--- src/hw/rtl/assert_macros.svh ---
// ----------------------------------------------------------------------------
// Assertion macros
// Clocked property checks with active-low reset masking.
// ----------------------------------------------------------------------------
`ifndef ASSERT_MACROS_SVH
`define ASSERT_MACROS_SVH

// Property must hold at every edge outside reset.
`define ASSERT_ALWAYS(label, clk, rstn, prop, msg) \
    label: assert property (@(posedge clk) disable iff (!rstn) (prop)) else $error(msg);

// Same-cycle implication.
`define ASSERT_IMPL(label, clk, rstn, ante, cons, msg) \
    label: assert property (@(posedge clk) disable iff (!rstn) (ante) |-> (cons)) \
        else $error(msg);

// Next-cycle implication.
`define ASSERT_NEXT(label, clk, rstn, ante, cons, msg) \
    label: assert property (@(posedge clk) disable iff (!rstn) (ante) |=> (cons)) \
        else $error(msg);

`endif

--- src/hw/rtl/mar_pkg.sv ---
// ----------------------------------------------------------------------------
// mar_pkg
// Shared widths, defaults and result type of the moving-average RMS block.
// ----------------------------------------------------------------------------
`timescale 1ns / 1ps

package mar_pkg;

    localparam int ADC_W     = 8;
    localparam int WSUM_W    = 11;
    localparam int RMS_W     = 15;
    localparam int ACC_W     = 45;
    localparam int FRAC_BITS = 8;
    // Root of the scaled mean square, padded to an even number of radicand bits.
    localparam int ROOT_W    = (ACC_W + FRAC_BITS + 1) / 2;
    localparam int DATA_W    = 2 * ROOT_W;

    localparam int WINDOW_TAPS_DEF = 5;
    localparam int COUNT_BITS_DEF  = 24;

    localparam logic [ACC_W-1:0] ACC_MAX = '1;

    typedef struct packed {
        logic              done;
        logic [WSUM_W-1:0] window_sum;
        logic [RMS_W-1:0]  rms_q4;
    } mar_res_t;

endpackage

--- src/hw/rtl/moving_average_running_rms.sv ---
// ----------------------------------------------------------------------------
// moving_average_running_rms
// Moving-average window sum with running RMS of the sum in Q4.
// ----------------------------------------------------------------------------
//   channel  dir  ports                               role
//   s_       in   s_valid s_ready s_adc_sample        converter sample beat
//   m_       out  m_valid m_ready m_window_sum        window sum and RMS beat
//                 m_rms_q4
//
// A sample goes through square, accumulate, 54 one-bit divide steps and 27
// root steps; the divide and root steps share one compare/subtract unit.
// s_ready is high only while the sequencer is idle; a finished beat waits in the output register,
// so the next sample is taken while m_ready is low, but the beat after it waits in the sequencer.
// Reset (aresetn low, synchronous) clears the sample history, accumulator
// and count.
// ----------------------------------------------------------------------------
`timescale 1ns / 1ps
`include "assert_macros.svh"

module moving_average_running_rms #(
    parameter int WINDOW_TAPS = mar_pkg::WINDOW_TAPS_DEF,
    parameter int COUNT_BITS  = mar_pkg::COUNT_BITS_DEF
) (
    input  logic                        aclk,
    input  logic                        aresetn,
    input  logic                        s_valid,
    output logic                        s_ready,
    input  logic [mar_pkg::ADC_W-1:0]   s_adc_sample,
    output logic                        m_valid,
    input  logic                        m_ready,
    output logic [mar_pkg::WSUM_W-1:0]  m_window_sum,
    output logic [mar_pkg::RMS_W-1:0]   m_rms_q4
);
    import mar_pkg::*;

    localparam int SUM_W = ADC_W + $clog2(WINDOW_TAPS);

    logic             accept;
    logic             core_idle;
    logic [SUM_W-1:0] win_sum;
    mar_res_t         core_res;
    logic             out_load;

    logic              m_valid_reg, m_valid_next;
    logic [WSUM_W-1:0] m_window_sum_reg;
    logic [RMS_W-1:0]  m_rms_q4_reg;

    assign s_ready = core_idle;
    assign accept  = s_valid & s_ready;

    mar_window #(
        .WINDOW_TAPS (WINDOW_TAPS)
    ) u_window (
        .aclk     (aclk),
        .aresetn  (aresetn),
        .shift_en (accept),
        .sample   (s_adc_sample),
        .sum_out  (win_sum)
    );

    mar_core #(
        .SUM_W      (SUM_W),
        .COUNT_BITS (COUNT_BITS)
    ) u_core (
        .aclk    (aclk),
        .aresetn (aresetn),
        .start   (accept),
        .sum_in  (win_sum),
        .ack     (out_load),
        .idle    (core_idle),
        .res     (core_res)
    );

    // advance the result into the output register when it is empty or draining
    assign out_load = core_res.done & (~m_valid_reg | m_ready);

    always_comb begin
        m_valid_next = m_valid_reg;
        if (out_load) begin
            m_valid_next = 1'b1;
        end else if (m_ready) begin
            m_valid_next = 1'b0;
        end
    end

    always_ff @(posedge aclk) begin
        if (!aresetn) begin
            m_valid_reg <= 1'b0;
        end else begin
            m_valid_reg <= m_valid_next;
        end
    end

    always_ff @(posedge aclk) begin
        if (out_load) begin
            m_window_sum_reg <= core_res.window_sum;
            m_rms_q4_reg     <= core_res.rms_q4;
        end
    end

    assign m_valid      = m_valid_reg;
    assign m_window_sum = m_window_sum_reg;
    assign m_rms_q4     = m_rms_q4_reg;

    `ASSERT_NEXT(a_busy_after_accept, aclk, aresetn, s_valid && s_ready, !s_ready, "ready after accept")
    `ASSERT_NEXT(a_done_held, aclk, aresetn, core_res.done && !out_load, core_res.done, "result dropped")

endmodule

--- src/hw/rtl/mar_window.sv ---
// ----------------------------------------------------------------------------
// mar_window
// Sample history shift line with a running sum of the stored taps.
// ----------------------------------------------------------------------------
`timescale 1ns / 1ps

module mar_window #(
    parameter int WINDOW_TAPS = mar_pkg::WINDOW_TAPS_DEF
) (
    input  logic                                               aclk,
    input  logic                                               aresetn,
    input  logic                                               shift_en,
    input  logic [mar_pkg::ADC_W-1:0]                          sample,
    output logic [mar_pkg::ADC_W+$clog2(WINDOW_TAPS)-1:0]      sum_out
);
    import mar_pkg::*;

    localparam int HIST_LEN = WINDOW_TAPS - 1;
    localparam int SUM_W    = ADC_W + $clog2(WINDOW_TAPS);

    logic [ADC_W-1:0] hist_reg  [HIST_LEN];
    logic [ADC_W-1:0] hist_next [HIST_LEN];
    logic [SUM_W-1:0] hist_sum_reg, hist_sum_next;

    assign sum_out = SUM_W'(sample) + hist_sum_reg;

    always_comb begin
        hist_next     = hist_reg;
        hist_sum_next = hist_sum_reg;
        if (shift_en) begin
            for (int i = 0; i < HIST_LEN - 1; i++) begin
                hist_next[i] = hist_reg[i + 1];
            end
            hist_next[HIST_LEN-1] = sample;
            // drop the oldest tap from the running sum
            hist_sum_next = sum_out - SUM_W'(hist_reg[0]);
        end
    end

    always_ff @(posedge aclk) begin
        if (!aresetn) begin
            for (int i = 0; i < HIST_LEN; i++) begin
                hist_reg[i] <= '0;
            end
            hist_sum_reg <= '0;
        end else begin
            hist_reg     <= hist_next;
            hist_sum_reg <= hist_sum_next;
        end
    end

endmodule

--- src/hw/rtl/mar_cmpsub.sv ---
// ----------------------------------------------------------------------------
// mar_cmpsub
// Shared compare and subtract unit used by the divide and root steps.
// ----------------------------------------------------------------------------
`timescale 1ns / 1ps

module mar_cmpsub #(
    parameter int WIDTH = 34
) (
    input  logic [WIDTH-1:0] a,
    input  logic [WIDTH-1:0] b,
    output logic [WIDTH-1:0] diff,
    output logic             ge
);
    logic [WIDTH:0] full;

    assign full = {1'b0, a} - {1'b0, b};
    assign diff = full[WIDTH-1:0];
    assign ge   = ~full[WIDTH];

endmodule

--- src/hw/rtl/mar_core.sv ---
// ----------------------------------------------------------------------------
// mar_core
// Sequencer: square, accumulate, bit-serial divide by count, bit-serial root.
// ----------------------------------------------------------------------------
`timescale 1ns / 1ps
`include "assert_macros.svh"

module mar_core #(
    parameter int SUM_W      = 11,
    parameter int COUNT_BITS = mar_pkg::COUNT_BITS_DEF
) (
    input  logic              aclk,
    input  logic              aresetn,
    input  logic              start,
    input  logic [SUM_W-1:0]  sum_in,
    input  logic              ack,
    output logic              idle,
    output mar_pkg::mar_res_t res
);
    import mar_pkg::*;

    localparam int ALU_W     = (COUNT_BITS + 1 > ROOT_W + 3) ? COUNT_BITS + 1 : ROOT_W + 3;
    localparam int REM_W     = ALU_W - 1;
    localparam int SQ_W      = 2 * SUM_W;
    localparam int STEP_W    = $clog2(DATA_W);
    localparam int DIV_LAST  = DATA_W - 1;
    localparam int SQRT_LAST = ROOT_W - 1;

    localparam logic [2:0] ST_IDLE = 3'd0;
    localparam logic [2:0] ST_SQ   = 3'd1;
    localparam logic [2:0] ST_ACC  = 3'd2;
    localparam logic [2:0] ST_DIV  = 3'd3;
    localparam logic [2:0] ST_SQRT = 3'd4;
    localparam logic [2:0] ST_DONE = 3'd5;

    logic [2:0]            state_reg, state_next;
    logic [SUM_W-1:0]      sum_reg, sum_next;
    logic [SQ_W-1:0]       sq_reg, sq_next;
    logic [ACC_W-1:0]      acc_reg, acc_next;
    logic [COUNT_BITS-1:0] count_reg, count_next;
    logic [DATA_W-1:0]     data_reg, data_next;
    logic [REM_W-1:0]      rem_reg, rem_next;
    logic [ROOT_W-1:0]     root_reg, root_next;
    logic [STEP_W-1:0]     step_reg, step_next;

    logic [ACC_W:0]        acc_sum;
    logic [COUNT_BITS:0]   div_trial;
    logic [ROOT_W+2:0]     sqrt_trial;
    logic [ROOT_W+1:0]     sqrt_div;
    logic [ALU_W-1:0]      alu_a, alu_b, alu_diff;
    logic                  alu_ge;
    logic                  qbit;

    assign acc_sum    = {1'b0, acc_reg} + (ACC_W + 1)'(sq_reg);
    assign div_trial  = {rem_reg[COUNT_BITS-1:0], data_reg[DATA_W-1]};
    assign sqrt_trial = {rem_reg[ROOT_W:0], data_reg[DATA_W-1 -: 2]};
    assign sqrt_div   = {root_reg, 2'b01};

    always_comb begin
        if (state_reg == ST_SQRT) begin
            alu_a = ALU_W'(sqrt_trial);
            alu_b = ALU_W'(sqrt_div);
        end else begin
            alu_a = ALU_W'(div_trial);
            alu_b = ALU_W'(count_reg);
        end
    end

    mar_cmpsub #(
        .WIDTH (ALU_W)
    ) u_cmpsub (
        .a    (alu_a),
        .b    (alu_b),
        .diff (alu_diff),
        .ge   (alu_ge)
    );

    // a zero count yields a zero quotient
    assign qbit = alu_ge & (count_reg != '0);

    always_comb begin
        state_next = state_reg;
        sum_next   = sum_reg;
        sq_next    = sq_reg;
        acc_next   = acc_reg;
        count_next = count_reg;
        data_next  = data_reg;
        rem_next   = rem_reg;
        root_next  = root_reg;
        step_next  = step_reg;
        case (state_reg)
            ST_IDLE: begin
                if (start) begin
                    sum_next   = sum_in;
                    state_next = ST_SQ;
                end
            end
            ST_SQ: begin
                sq_next    = sum_reg * sum_reg;
                state_next = ST_ACC;
            end
            ST_ACC: begin
                // hold accumulation once the count has saturated
                if (count_reg != '1) begin
                    acc_next   = acc_sum[ACC_W] ? ACC_MAX : acc_sum[ACC_W-1:0];
                    count_next = count_reg + 1'b1;
                end
                data_next  = DATA_W'({acc_next, {FRAC_BITS{1'b0}}});
                rem_next   = '0;
                step_next  = STEP_W'(DIV_LAST);
                state_next = ST_DIV;
            end
            ST_DIV: begin
                if (qbit) begin
                    rem_next = REM_W'(alu_diff[COUNT_BITS-1:0]);
                end else begin
                    rem_next = REM_W'(div_trial[COUNT_BITS-1:0]);
                end
                data_next = {data_reg[DATA_W-2:0], qbit};
                if (step_reg == '0) begin
                    rem_next   = '0;
                    root_next  = '0;
                    step_next  = STEP_W'(SQRT_LAST);
                    state_next = ST_SQRT;
                end else begin
                    step_next = step_reg - 1'b1;
                end
            end
            ST_SQRT: begin
                if (alu_ge) begin
                    rem_next  = REM_W'(alu_diff[ROOT_W:0]);
                    root_next = {root_reg[ROOT_W-2:0], 1'b1};
                end else begin
                    rem_next  = REM_W'(sqrt_trial[ROOT_W:0]);
                    root_next = {root_reg[ROOT_W-2:0], 1'b0};
                end
                data_next = {data_reg[DATA_W-3:0], 2'b00};
                if (step_reg == '0) begin
                    state_next = ST_DONE;
                end else begin
                    step_next = step_reg - 1'b1;
                end
            end
            ST_DONE: begin
                if (ack) begin
                    state_next = ST_IDLE;
                end
            end
            default: begin
                state_next = ST_IDLE;
            end
        endcase
    end

    always_ff @(posedge aclk) begin
        if (!aresetn) begin
            state_reg <= ST_IDLE;
            acc_reg   <= '0;
            count_reg <= '0;
        end else begin
            state_reg <= state_next;
            acc_reg   <= acc_next;
            count_reg <= count_next;
        end
    end

    always_ff @(posedge aclk) begin
        sum_reg  <= sum_next;
        sq_reg   <= sq_next;
        data_reg <= data_next;
        rem_reg  <= rem_next;
        root_reg <= root_next;
        step_reg <= step_next;
    end

    assign idle           = (state_reg == ST_IDLE);
    assign res.done       = (state_reg == ST_DONE);
    assign res.window_sum = WSUM_W'(sum_reg);
    assign res.rms_q4     = root_reg[RMS_W-1:0];

    `ASSERT_IMPL(a_start_idle, aclk, aresetn, start, state_reg == ST_IDLE, "start while busy")
    `ASSERT_IMPL(a_count_nz, aclk, aresetn, state_reg == ST_DONE, count_reg != '0, "zero count at result")
    `ASSERT_IMPL(a_root_rem, aclk, aresetn, state_reg == ST_SQRT, rem_reg[REM_W-1:ROOT_W+1] == '0, "root remainder overflow")

endmodule

--- config.mk ---
export PLATFORM = sky130hd
export DESIGN_NAME = moving_average_running_rms
export DESIGN_NICKNAME = d
export VERILOG_FILES = /design/src/hw/rtl/mar_pkg.sv /design/src/hw/rtl/moving_average_running_rms.sv /design/src/hw/rtl/mar_window.sv /design/src/hw/rtl/mar_cmpsub.sv /design/src/hw/rtl/mar_core.sv
export VERILOG_INCLUDE_DIRS = /design/src /design/src/hw/rtl
export SDC_FILE = /design/constraint.sdc
export NUM_CORES = 1
export LEC_CHECK = 0
export CORE_MARGIN = 4
export CORE_UTILIZATION = 55
export CTS_CLUSTER_DIAMETER = 50
export CTS_CLUSTER_SIZE = 14
export DETAILED_ROUTE_END_ITERATION = 12
export DONT_BUFFER_PORTS = 1
export PLACE_DENSITY = 0.69
export SLEW_MARGIN = 25
export SYNTH_ARGS = -nofsm -noshare
export SYNTH_HDL_FRONTEND = slang
export SYNTH_SLANG_ARGS = --single-unit
--- constraint.sdc ---
create_clock -name aclk -period 6.11 [get_ports aclk]
set_input_delay 0.3055 -clock aclk [delete_from_list [all_inputs] [get_ports aclk]]
set_output_delay 0.3055 -clock aclk [all_outputs]
set_load 0.02 [all_outputs]
Yosys cells after proc, flatten, opt, wreduce, memory -nomap -nowiden --
Cells that the tools add are included.
Operators by class: add/subtract/negate cells 6, multipliers 1, equal/unequal tests 11, multiplexer cells 22, bitwise gates (word level) 6, reductions and logical operators 11
Operators by type and width (count):
- 54-bit case mux with 3 select lines | 1
- 45-bit two-way mux | 2
- 28-bit case mux with 3 select lines | 1
- 27-bit case mux with 2 select lines | 1
- 24-bit two-way mux | 2
- 45-bit by 22-bit adder with 46-bit output | 1
- 30-bit by 29-bit subtractor with 31-bit output | 1
- 30-bit two-way mux | 1
- 29-bit two-way mux | 1
- 28-bit two-way mux | 1
- 27-bit two-way mux | 1
- 24-bit by 1-bit adder with 24-bit output, second input constant | 1
- 24-bit inequality test, second input constant | 1
- 24-bit nonzero test | 1
- 11-bit by 11-bit multiplier with 22-bit output | 1
- 3-bit case mux with 6 select lines | 1
- 6-bit case mux with 3 select lines | 1
- 3-bit two-way mux | 4
- 6-bit two-way mux | 2
- 8-bit by 11-bit adder with 11-bit output | 1
- 11-bit by 8-bit subtractor with 11-bit output | 1
- 2-bit AND reduction | 4
- 3-bit by 2-bit equality test with 1-bit output, second input constant | 2
- 3-bit equality test, second input constant | 2
- 13 further kinds | 22
Storage, ports and cells: bits in registers 290, bits of input ports 12, word-level logic and storage cells 74

Depth between registers and ports, before layout --
Gate-level depths: netlist of the first run.
depth in word-level cells 8, mapped depth 22, depth with buffers taken out 21

Hierarchy --
Synthesis of the first run repeated with hierarchy kept, for this count alone.
Second synthesis, totals: cells, all modules 2169, area total of the unflattened synthesis 20355.8 sq um
Modules (own cells, without submodules):
- mar_core | instances 1, cells each 1620, area each 15382.3 sq um
- mar_window | instances 1, cells each 272, area each 2411.1 sq um
- mar_cmpsub | instances 1, cells each 246, area each 1727.9 sq um
- moving_average_running_rms | instances 1, cells each 31, area each 834.6 sq um

Worst setup path before layout of the first run --
No wires, ideal clock.
path kind register to register, start point reg u_core.sum_reg[2], end point reg u_core.sq_reg[19], data pin, setup time 0.258 ns, arrival 5.174 ns, required time 5.852 ns, path slack 0.678 ns, stages on the path, launching flop included 19, buffers on the path 1, clock period less this slack 5.432 ns, cell sequence edfxtp_1 -> clkbuf_1 -> and2_1 -> fa_1 -> fa_1 -> fa_1 -> fa_1 -> inv_1 -> fa_1 -> inv_1 -> ha_1 -> a21o_1 -> a21oi_1 -> o211a_1 -> o21ai_0 -> nor3_1 -> nor2_1 -> o41a_1 -> xor2_1
Between the ends: longest elaborated chain between the ends 1
RTL lines:
- start, declared | RTL line mar_core.sv:37 | logic [SUM_W-1:0] sum_reg, sum_next;
- start signal, assigned | RTL line mar_core.sv:168 | sum_reg <= sum_next;
- 11-bit by 11-bit multiplier with 22-bit output | RTL line mar_core.sv:99 | sq_next = sum_reg * sum_reg;
- end signal, assigned | RTL line mar_core.sv:169 | sq_reg <= sq_next;
- end, declared | RTL line mar_core.sv:38 | logic [SQ_W-1:0] sq_reg, sq_next;
No other way between the ends. A chain may end at the register's enable or synchronous reset.

Worst setup path after layout of the first run --
start point reg u_core.sum_reg[10], end point reg u_core.sq_reg[19], data pin
Same word-level chain as after synthesis.

==> results of run 1 <==
[layer usage]
layer	share of wire [%]	vias up	track usage, %
met4	2.6	0	6.90
met2	44	408	36.7
met1	47	7237	33.9
met3	6.2	77	5.54
met5	0	-	0
li1	-	7364	-
[worst min-delay path by stage]
stage	to	slack (ps)	cells past startpoint
after floorplan	m_rms_q4[0]	420	0
after global placement	m_rms_q4[12]	420	0
after detailed placement	m_rms_q4[11]	430	0
after CTS	m_valid	10	2
after global routing	u_core.state_reg[2]	20	2
final	u_core.state_reg[2]	40	2
[cell type report]
type	count	area (µm²)	area share [%]
Multi-Input combinational cell	1545	10900	51.3
Clock buffer	44	1020	4.80
Clock inverter	28	362	1.71
Inverter	144	541	2.55
Timing Repair Buffer	35	308	1.45
Tap cell	455	569	2.69
Sequential cell	289	7520	35.5
[logic make-up (layout without fill, tap and decap cells)]
| kind of cell | after synthesis | after routing | share of synthesized area (%) |
|---|---|---|---|
| simple gates | 687 | 687 | 17.0 |
| mux | 50 | 50 | 2.61 |
| compound gates | 516 | 516 | 16.9 |
| fa+ha+maj | 189 | 189 | 14.9 |
| flops | 289 | 289 | 38.9 |
| xor+xnor | 103 | 103 | 4.67 |
| buf+inv | 248 | 251 | 5.02 |
[worst max-delay path, stage by stage (launching register included)]
cell and delay [ps]:
edfxtp_1 540, and2_1 230, inv_1 80, fa_1 510, fa_1 540, inv_1 50
fa_1 440, fa_1 510, inv_1 50, fa_1 520, inv_1 40, ha_1 330
a21o_1 170, a21oi_1 240, o211a_1 220, o21ai_0 140, nor3_1 230, nor2_1 100
o41a_1 330, xor2_1 140
[placed cells by master (no fill, tap or decap), drive strengths merged, types with 15 or more instances in the layout]
cell / synthesis / final
nor2b: 19 / 19
nor3: 58 / 58
fa: 68 / 68
ha: 121 / 121
nand3: 30 / 30
nand2: 253 / 253
a21o: 32 / 32
o22ai: 25 / 25
o21ai: 132 / 132
mux2i: 48 / 48
edfxtp: 173 / 173
xor2: 36 / 36
nor2: 151 / 151
inv: 143 / 151
or3: 15 / 15
a21oi: 167 / 167
dfxtp: 116 / 116
nand4: 17 / 17
clkbuf: 91 / 44
and3: 54 / 54
a221o: 17 / 17
buf: 13 / 27
and2: 40 / 40
xnor2: 67 / 67
a22oi: 26 / 26
[per-stage QoR]
| stage | area (µm²) | utilization, % | hold WS, ps | cells |
|---|---|---|---|---|
| 2_1_floorplan | 19300 | - | 418 | 2082 |
| 3_3_place_gp | 19700 | 57.0 | 423 | 2459 |
| 3_5_place_dp | 19700 | 57.0 | 426 | 2459 |
| 4_1_cts | 21200 | 61.3 | 12.8 | 2540 |
| 5_1_grt | 21200 | 61.3 | 24.9 | 2540 |
| 6_report | 21200 | 61.3 | 39.9 | 2540 |
[what timing repair did]
item / in CTS / in global routing
endpoints found under the hold margin: 41 / 0
hold buffers: 9 / 0
setup endpoints to repair: 0 / 0
==> results.json, run 1 <==
{
  "dieHeight_um": 195,
  "synth_top_cell_by_area": "edfxtp_1",
  "timing.slew.headroom_pct": 34.8,
  "syn_nets": 2283,
  "dr.pass1.iters": 6,
  "vias_per_cell": 5.94,
  "drive_gt1_share_pct": 6.04,
  "initial_core_util_pct": 55.9,
  "min_path_type": "input pin to register",
  "fill_cells": 2960,
  "ys_async_sr_fraction_pct": 0,
  "cp-startpoint": "u_core.sum_reg[10]",
  "dpl_worst_slack_ps": 428,
  "post_cts_resized": 0,
  "num_vias": 15086,
  "rsz0062_at_grt": "no",
  "dr.first_iter.drc_count": 1034,
  "numClockSinks": 289,
  "critPathArrivalTime_ps": 5990,
  "avgRoutedWirePerCell_um": 17.9,
  "ant_nets": 0,
  "netlist_instances": 2082,
  "reg2reg_to": "u_core.sq_reg[19]",
  "status": "complete, no violations",
  "cap_violations": 0,
  "drv_slew": 0,
  "grt_pass1_wl_mm": 75.6,
  "cts_made_buffers": 39,
  "ios": 40,
  "r2r_slack_ps": 430,
  "ctsLongestPathBuffers": 3,
  "grt_pass1_vias": 14690,
  "finalClockSkew_ps": 14.9,
  "tightestPinTransition_ps": 978,
  "crit_type": "register to register",
  "h-tree-depth": 2,
  "coreArea_mm2": 0.0345,
  "fin_crit_sh_pct": 93.0,
  "r2r-start": "u_core.sum_reg[10]",
  "yosysWarnings": 0,
  "wl_mm": 45.4,
  "place_hpwl_mm": 32.0,
  "setup_ws_ps": 426,
  "cts_setup_buffers": 0,
  "synth_seq_cells": 289,
  "area_growth_pct": 9.67,
  "post-synth-top-area-fraction_pct": 26.9,
  "portBuffers": 0,
  "crit_path_end": "u_core.sq_reg[19]",
  "yosysMostFrequentCell": "nand2_1",
  "die_w_um": 195,
  "overflow": 0,
  "grt_max_degree": 57,
  "reg2reg_depth": 19,
  "gp_congestion": 0.890,
  "endpoint_kind": "register",
  "max_freq_ghz": 0.176,
  "core.rowCount": 68,
  "synth_area_leaders": "edfxtp_1 (27%), dfxtp_1 (12%), ha_1 (7.8%), fa_1 (7.1%), nand2_1 (4.9%)",
  "start_kind": "register",
  "hold_viol": 0,
  "synth_edf_count": 173,
  "yosys.cell_types.count": 79,
  "drc": 0,
  "clkLatencyLatePin_ps": 560,
  "largest_reg_flops": 54,
  "hold_start": "s_valid",
  "dieArea_mm2": 0.0382,
  "synthTopCellsByCount": "nand2_1 (253), edfxtp_1 (173), a21oi_1 (167)",
  "fin_tns_setup_ps": 0,
  "fin_crit_ps": 5680,
  "required_ps": 6420,
  "yosys_most_used_dff": "edfxtp_1",
  "worstPathMaxFanout": 12,
  "cts-root-buf": "clkbuf_16",
  "nNetsFinal": 2255,
  "synthesis.area_mm2": 0.0193,
  "avgSynthCellArea_um2": 9.27,
  "track_usage_pct": 23.8,
  "diodes": 0,
  "cts_tree": "yes",
  "finalSetupViolCount": 0,
  "antenna_found_initial": 0,
  "ys_seq_area_share_pct": 38.9,
  "path_clk_slew_ps": 60
}
Power of run 1 is not shown: default switching activity piles up to over one toggle a cycle in this logic, so the estimate is an artifact.
==> run 2, diff against run 1 <==
- PLACE_DENSITY: 0.69 -> 0.7
==> run 2 against run 1 <==
Sequential share of layout area up 0.29 points. Cell count down 0.24%. Utilization down 0.50 points. Global-route usage down 0.15 points. First-iteration DRC count up 8.2%. Setup slack worse by 29 ps. Largest cell class unchanged. Maximum frequency down 0.50%. Hold slack worse by 16 ps. Wire length up 0.47%.
==> results.json, run 2 (synthesis gave the netlist of run 1 again) <==
{
  "status": "complete, no violations",
  "ios": 40,
  "num_vias": 15071,
  "post_cts_resized": 0,
  "overflow": 0,
  "fin_tns_setup_ps": 0,
  "layout_common_cells": "nand2_1 (250), edfxtp_1 (173), a21oi_1 (167)",
  "max_stage_delay_ps": 550,
  "numClockSinks": 289,
  "cts_made_buffers": 37,
  "fin_crit_ps": 5710,
  "crit_chain": "and2_1 > inv_1 > fa_1 > fa_1 > inv_1 > fa_1 > fa_1 > inv_1 > fa_1 > inv_1 > ha_1 > a21o_1 > a21oi_1 > o211a_1 > o21ai_0 > nor3_1 > nor2_1 > o41a_1 > xor2_1",
  "vias_per_cell": 5.95,
  "mostFrequentLayoutCell": "nand2_1",
  "postLayoutCoreUtil_pct": 60.8,
  "die_w_um": 195,
  "grt_use_met3_pct": 4.33,
  "place_hpwl_mm": 31.9,
  "nNetsFinal": 2251,
  "cap_violations": 0,
  "grt_max_degree": 83,
  "crit_top_cell": "fa_1",
  "timing.slew.headroom_pct": 34.5,
  "drive_gt1_share_pct": 5.63,
  "hold_viol": 0,
  "fin_crit_sh_pct": 93.5,
  "wl_mm": 45.6,
  "grt_pass1_wl_mm": 75.1,
  "tightestPinTransition_ps": 983,
  "cts_tree": "yes",
  "use_met1_pct": 32.9,
  "crit_path_top_delay_cell": "fa_1",
  "max_freq_ghz": 0.175,
  "grt_pass1_vias": 14867,
  "hold_ws_ps": 24.3,
  "ctsLongestPathBuffers": 3,
  "core.rowCount": 68,
  "path_clk_slew_ps": 60,
  "antenna_found_initial": 0,
  "gp_congestion": 0.903,
  "coreArea_mm2": 0.0345,
  "crit_type": "register to register",
  "dr.first_iter.drc_count": 1119,
  "avgRoutedWirePerCell_um": 18.0,
  "largest_reg_flops": 54,
  "area_growth_pct": 8.78,
  "clkLatencyLatePin_ps": 550,
  "finalSetupViolCount": 0,
  "dr.pass1.iters": 7,
  "cts-root-buf": "clkbuf_16",
  "ant_nets": 0,
  "top_usage_layer": "met2",
  "h-tree-depth": 2,
  "required_ps": 6410,
  "worstPathMaxFanout": 12,
  "critPathArrivalTime_ps": 6010,
  "gr-usage-met2_pct": 37.9,
  "portBuffers": 0,
  "finalClockSkew_ps": 16.5,
  "min_path_type": "input pin to register",
  "drv_slew": 0,
  "dieHeight_um": 195,
  "rsz0062_at_grt": "no",
  "drc": 0,
  "diodes": 0,
  "dieArea_mm2": 0.0382,
  "endpoint_kind": "register",
  "initial_core_util_pct": 55.9,
  "r2r_slack_ps": 400,
  "start_kind": "register",
  "track_usage_pct": 23.7
}
-- run 2: cell count changes in the layout (fill, tap and decap cells not counted), moves of 2 or more --
cell and change:
buf_4 -2, clkbuf_1 +3, inv_8 -2, clkinv_4 -3, bufinv_16 -4
-- run 2: final cells by class --
| cell class | instances | area [µm²] |
|---|---|---|
| well taps | 455 | 569 |
| clock buffers | 47 | 1020 |
| flip-flops and latches | 289 | 7520 |
| inverters | 144 | 541 |
| clock inverters | 21 | 196 |
| multi-input cells | 1545 | 10900 |
| repair buffers | 33 | 293 |
| fillers | 3024 | 13500 |
-- run 2: timing repair --
action | 4_1_cts | 5_1_grt
endpoints found under the setup margin | 0 | 0
hold endpoints to repair | 41 | 0
hold buffers | 9 | 0
buffers inserted | 0 | 0
-- run 2: final timing paths --
kind | depth (start not counted) | start | to
setup / recovery | 19 | u_core.sum_reg[10] | u_core.sq_reg[19]
hold / removal | 2 | m_ready | m_valid
setup reg to reg | 19 | u_core.sum_reg[10] | u_core.sq_reg[19]
hold reg to reg | 0 | u_core.root_reg[13] | m_rms_q4[13]
-- run 2: per-stage QoR --
stage                     instances  cell area [µm²]  worst slack [ps]
after detailed placement       2457            19700               389
after CTS                      2534            21000               379
final                          2534            21000               398
after global placement         2457            19700               494
after global routing           2534            21000              56.2
after floorplan                2082            19300               678
-- run 2: worst max-delay path, delay by kind of cell, from the launching register on --
kind                       cells  cell delay [ps]
AOI/OAI and AO/OA              5             1070
xor gates and xnor gates       1              140
adders and majority gates      6             2850
buffers and inverters          4              230
DFF                            1              540
and+or+nand+nor                3              630
-- run 2: routing by layer --
| metal | routed length [µm] | vias to the layer above | part of all wire, % |
|---|---|---|---|
| met4 | 997 | 0 | 2.2 |
| met5 | 0 | - | 0 |
| met3 | 2620 | 78 | 5.7 |
| met1 | 21100 | 7248 | 46 |
| met2 | 20900 | 381 | 46 |
| li1 | - | 7364 | - |
Power of run 2 is left out for the same reason.
==> run 3, diff against run 2 <==
- CELL_PAD_IN_SITES_DETAIL_PLACEMENT: unset -> 1
- CELL_PAD_IN_SITES_GLOBAL_PLACEMENT: unset -> 2
- CORE_UTILIZATION: 55 -> 42
- PLACE_DENSITY: 0.7 -> unset
- PLACE_DENSITY_LB_ADDON: unset -> 0.1
==> run 3 against run 2 <==
Maximum frequency fell by 0.53%. Wire length rose by 21%. Non-clock buffer count rose by 16. Via count rose by 1.3%. Critical path depth fell by 2. Count of clock-buffer cells in the layout did not move. Clock skew fell by 3.5 ps. Register-to-register slack got worse by 30 ps. Largest cell class unchanged. First-iteration DRC count fell by 30%. Global-route usage fell by 1.8 points.
==> results.json, run 3 (synthesis gave the netlist of run 1 again) <==
{
  "status": "complete, no violations",
  "min_path_type": "input pin to register",
  "grt_pass1_wl_mm": 88.3,
  "ctsLongestPathBuffers": 3,
  "max_freq_ghz": 0.174,
  "dr.pass1.iters": 5,
  "critPathArrivalTime_ps": 6060,
  "hold_viol": 0,
  "r2r_slack_ps": 370,
  "drive_gt1_share_pct": 7.12,
  "start_kind": "register",
  "gp_congestion": 0.828,
  "worstPathMaxFanout": 13,
  "overflow": 0,
  "reg2reg_to": "u_core.sq_reg[19]",
  "antenna_found_initial": 0,
  "dr.first_iter.drc_count": 785,
  "vias_per_cell": 5.64,
  "cap_violations": 0,
  "diodes": 0,
  "reg2reg_depth": 17,
  "die_w_um": 222,
  "placed_cell_area_mm2": 0.0200,
  "fin_crit_ps": 5740,
  "finalSetupViolCount": 0,
  "mostFrequentLayoutCell": "nand2_1",
  "drv_slew": 0,
  "drc": 0,
  "grt_max_degree": 59,
  "fin_tns_setup_ps": 0,
  "fin_area_mm2": 0.0216,
  "endpoint_kind": "register",
  "dieArea_mm2": 0.0495,
  "coreArea_mm2": 0.0454,
  "portBuffers": 0,
  "timing.slew.headroom_pct": 32.9,
  "crit_path_end": "u_core.sq_reg[19]",
  "required_ps": 6430,
  "dpl_worst_slack_ps": 282,
  "cts_tree": "yes",
  "rsz0062_at_grt": "no",
  "h-tree-depth": 2,
  "r2r-start": "u_core.sum_reg[9]",
  "avgRoutedWirePerCell_um": 20.3,
  "crit_type": "register to register",
  "ios": 40,
  "area_growth_pct": 11.8,
  "clkLatencyLatePin_ps": 570,
  "hold_ws_ps": 58.4,
  "nNetsFinal": 2273,
  "finalClockSkew_ps": 13.0,
  "initial_core_util_pct": 42.5,
  "layout_common_cells": "nand2_1 (251), edfxtp_1 (173), a21oi_1 (167)",
  "track_usage_pct": 21.9,
  "wl_mm": 55.0,
  "core.rowCount": 78,
  "grt_pass1_vias": 16224,
  "cts-root-buf": "clkbuf_16",
  "dieHeight_um": 222,
  "ant_nets": 0,
  "numClockSinks": 289,
  "tightestPinTransition_ps": 1010,
  "largest_reg_flops": 54,
  "fin_crit_sh_pct": 94.0,
  "place_hpwl_mm": 39.6,
  "path_clk_slew_ps": 70,
  "setup_ws_ps": 367,
  "num_vias": 15261,
  "cts_made_buffers": 43,
  "cp-startpoint": "u_core.sum_reg[9]",
  "post_cts_resized": 0
}
==> run 3: routing by layer <==
metal	wire length, µm	share of wire [%]	GRT usage (%)
met1	24100	44	27.5
met2	27700	50	39.3
met3	1760	3.2	3.44
met4	1430	2.6	5.97
met5	0	0	0
==> run 3: what timing repair did <==
item / in CTS / in global routing
setup endpoints to repair: 0 / 1
hold buffers: 10 / 0
setup buffers: 0 / 2
endpoints found under the hold margin: 41 / 0
==> run 3: stage by stage <==
stage	cells	util (%)
after floorplan	2082	-
after global placement	2613	43.9
after detailed placement	2615	44.0
after CTS	2704	47.5
after global routing	2706	47.6
final	2706	47.6
==> run 3: cell type report <==
class                   instances  area (µm²)
clock buffers                  47        1150
clock inverters                32         328
fillers                      5171       23800
inverters                     144         541
multi-input cells            1545       10900
flip-flops and latches        289        7520
well taps                     600         751
repair buffers                 49         435
==> run 3: worst min path at each step <==
stage / from / cells past startpoint / slack (ps) / endpoint
after floorplan: u_core.root_reg[0] / 0 / 420 / m_rms_q4[0]
after global placement: u_core.root_reg[9] / 0 / 420 / m_rms_q4[9]
after detailed placement: u_core.root_reg[2] / 0 / 430 / m_rms_q4[2]
after CTS: aresetn / 2 / 30 / u_core.acc_reg[40]
after global routing: aresetn / 2 / 40 / u_core.acc_reg[44]
final: aresetn / 2 / 60 / u_core.acc_reg[44]
==> run 3: critical path, stage by stage (launching register included) <==
cell and delay (ps):
edfxtp_1 650, and2_1 280, fa_1 470, fa_1 520
fa_1 520, fa_1 550, inv_1 50, fa_1 520
inv_1 40, ha_1 340, a21o_1 180, a21oi_1 240
o211a_1 230, o21ai_0 120, nor3_1 200, nor2_1 100
o41a_1 330, xor2_1 150
Power of run 3 is left out for the same reason.
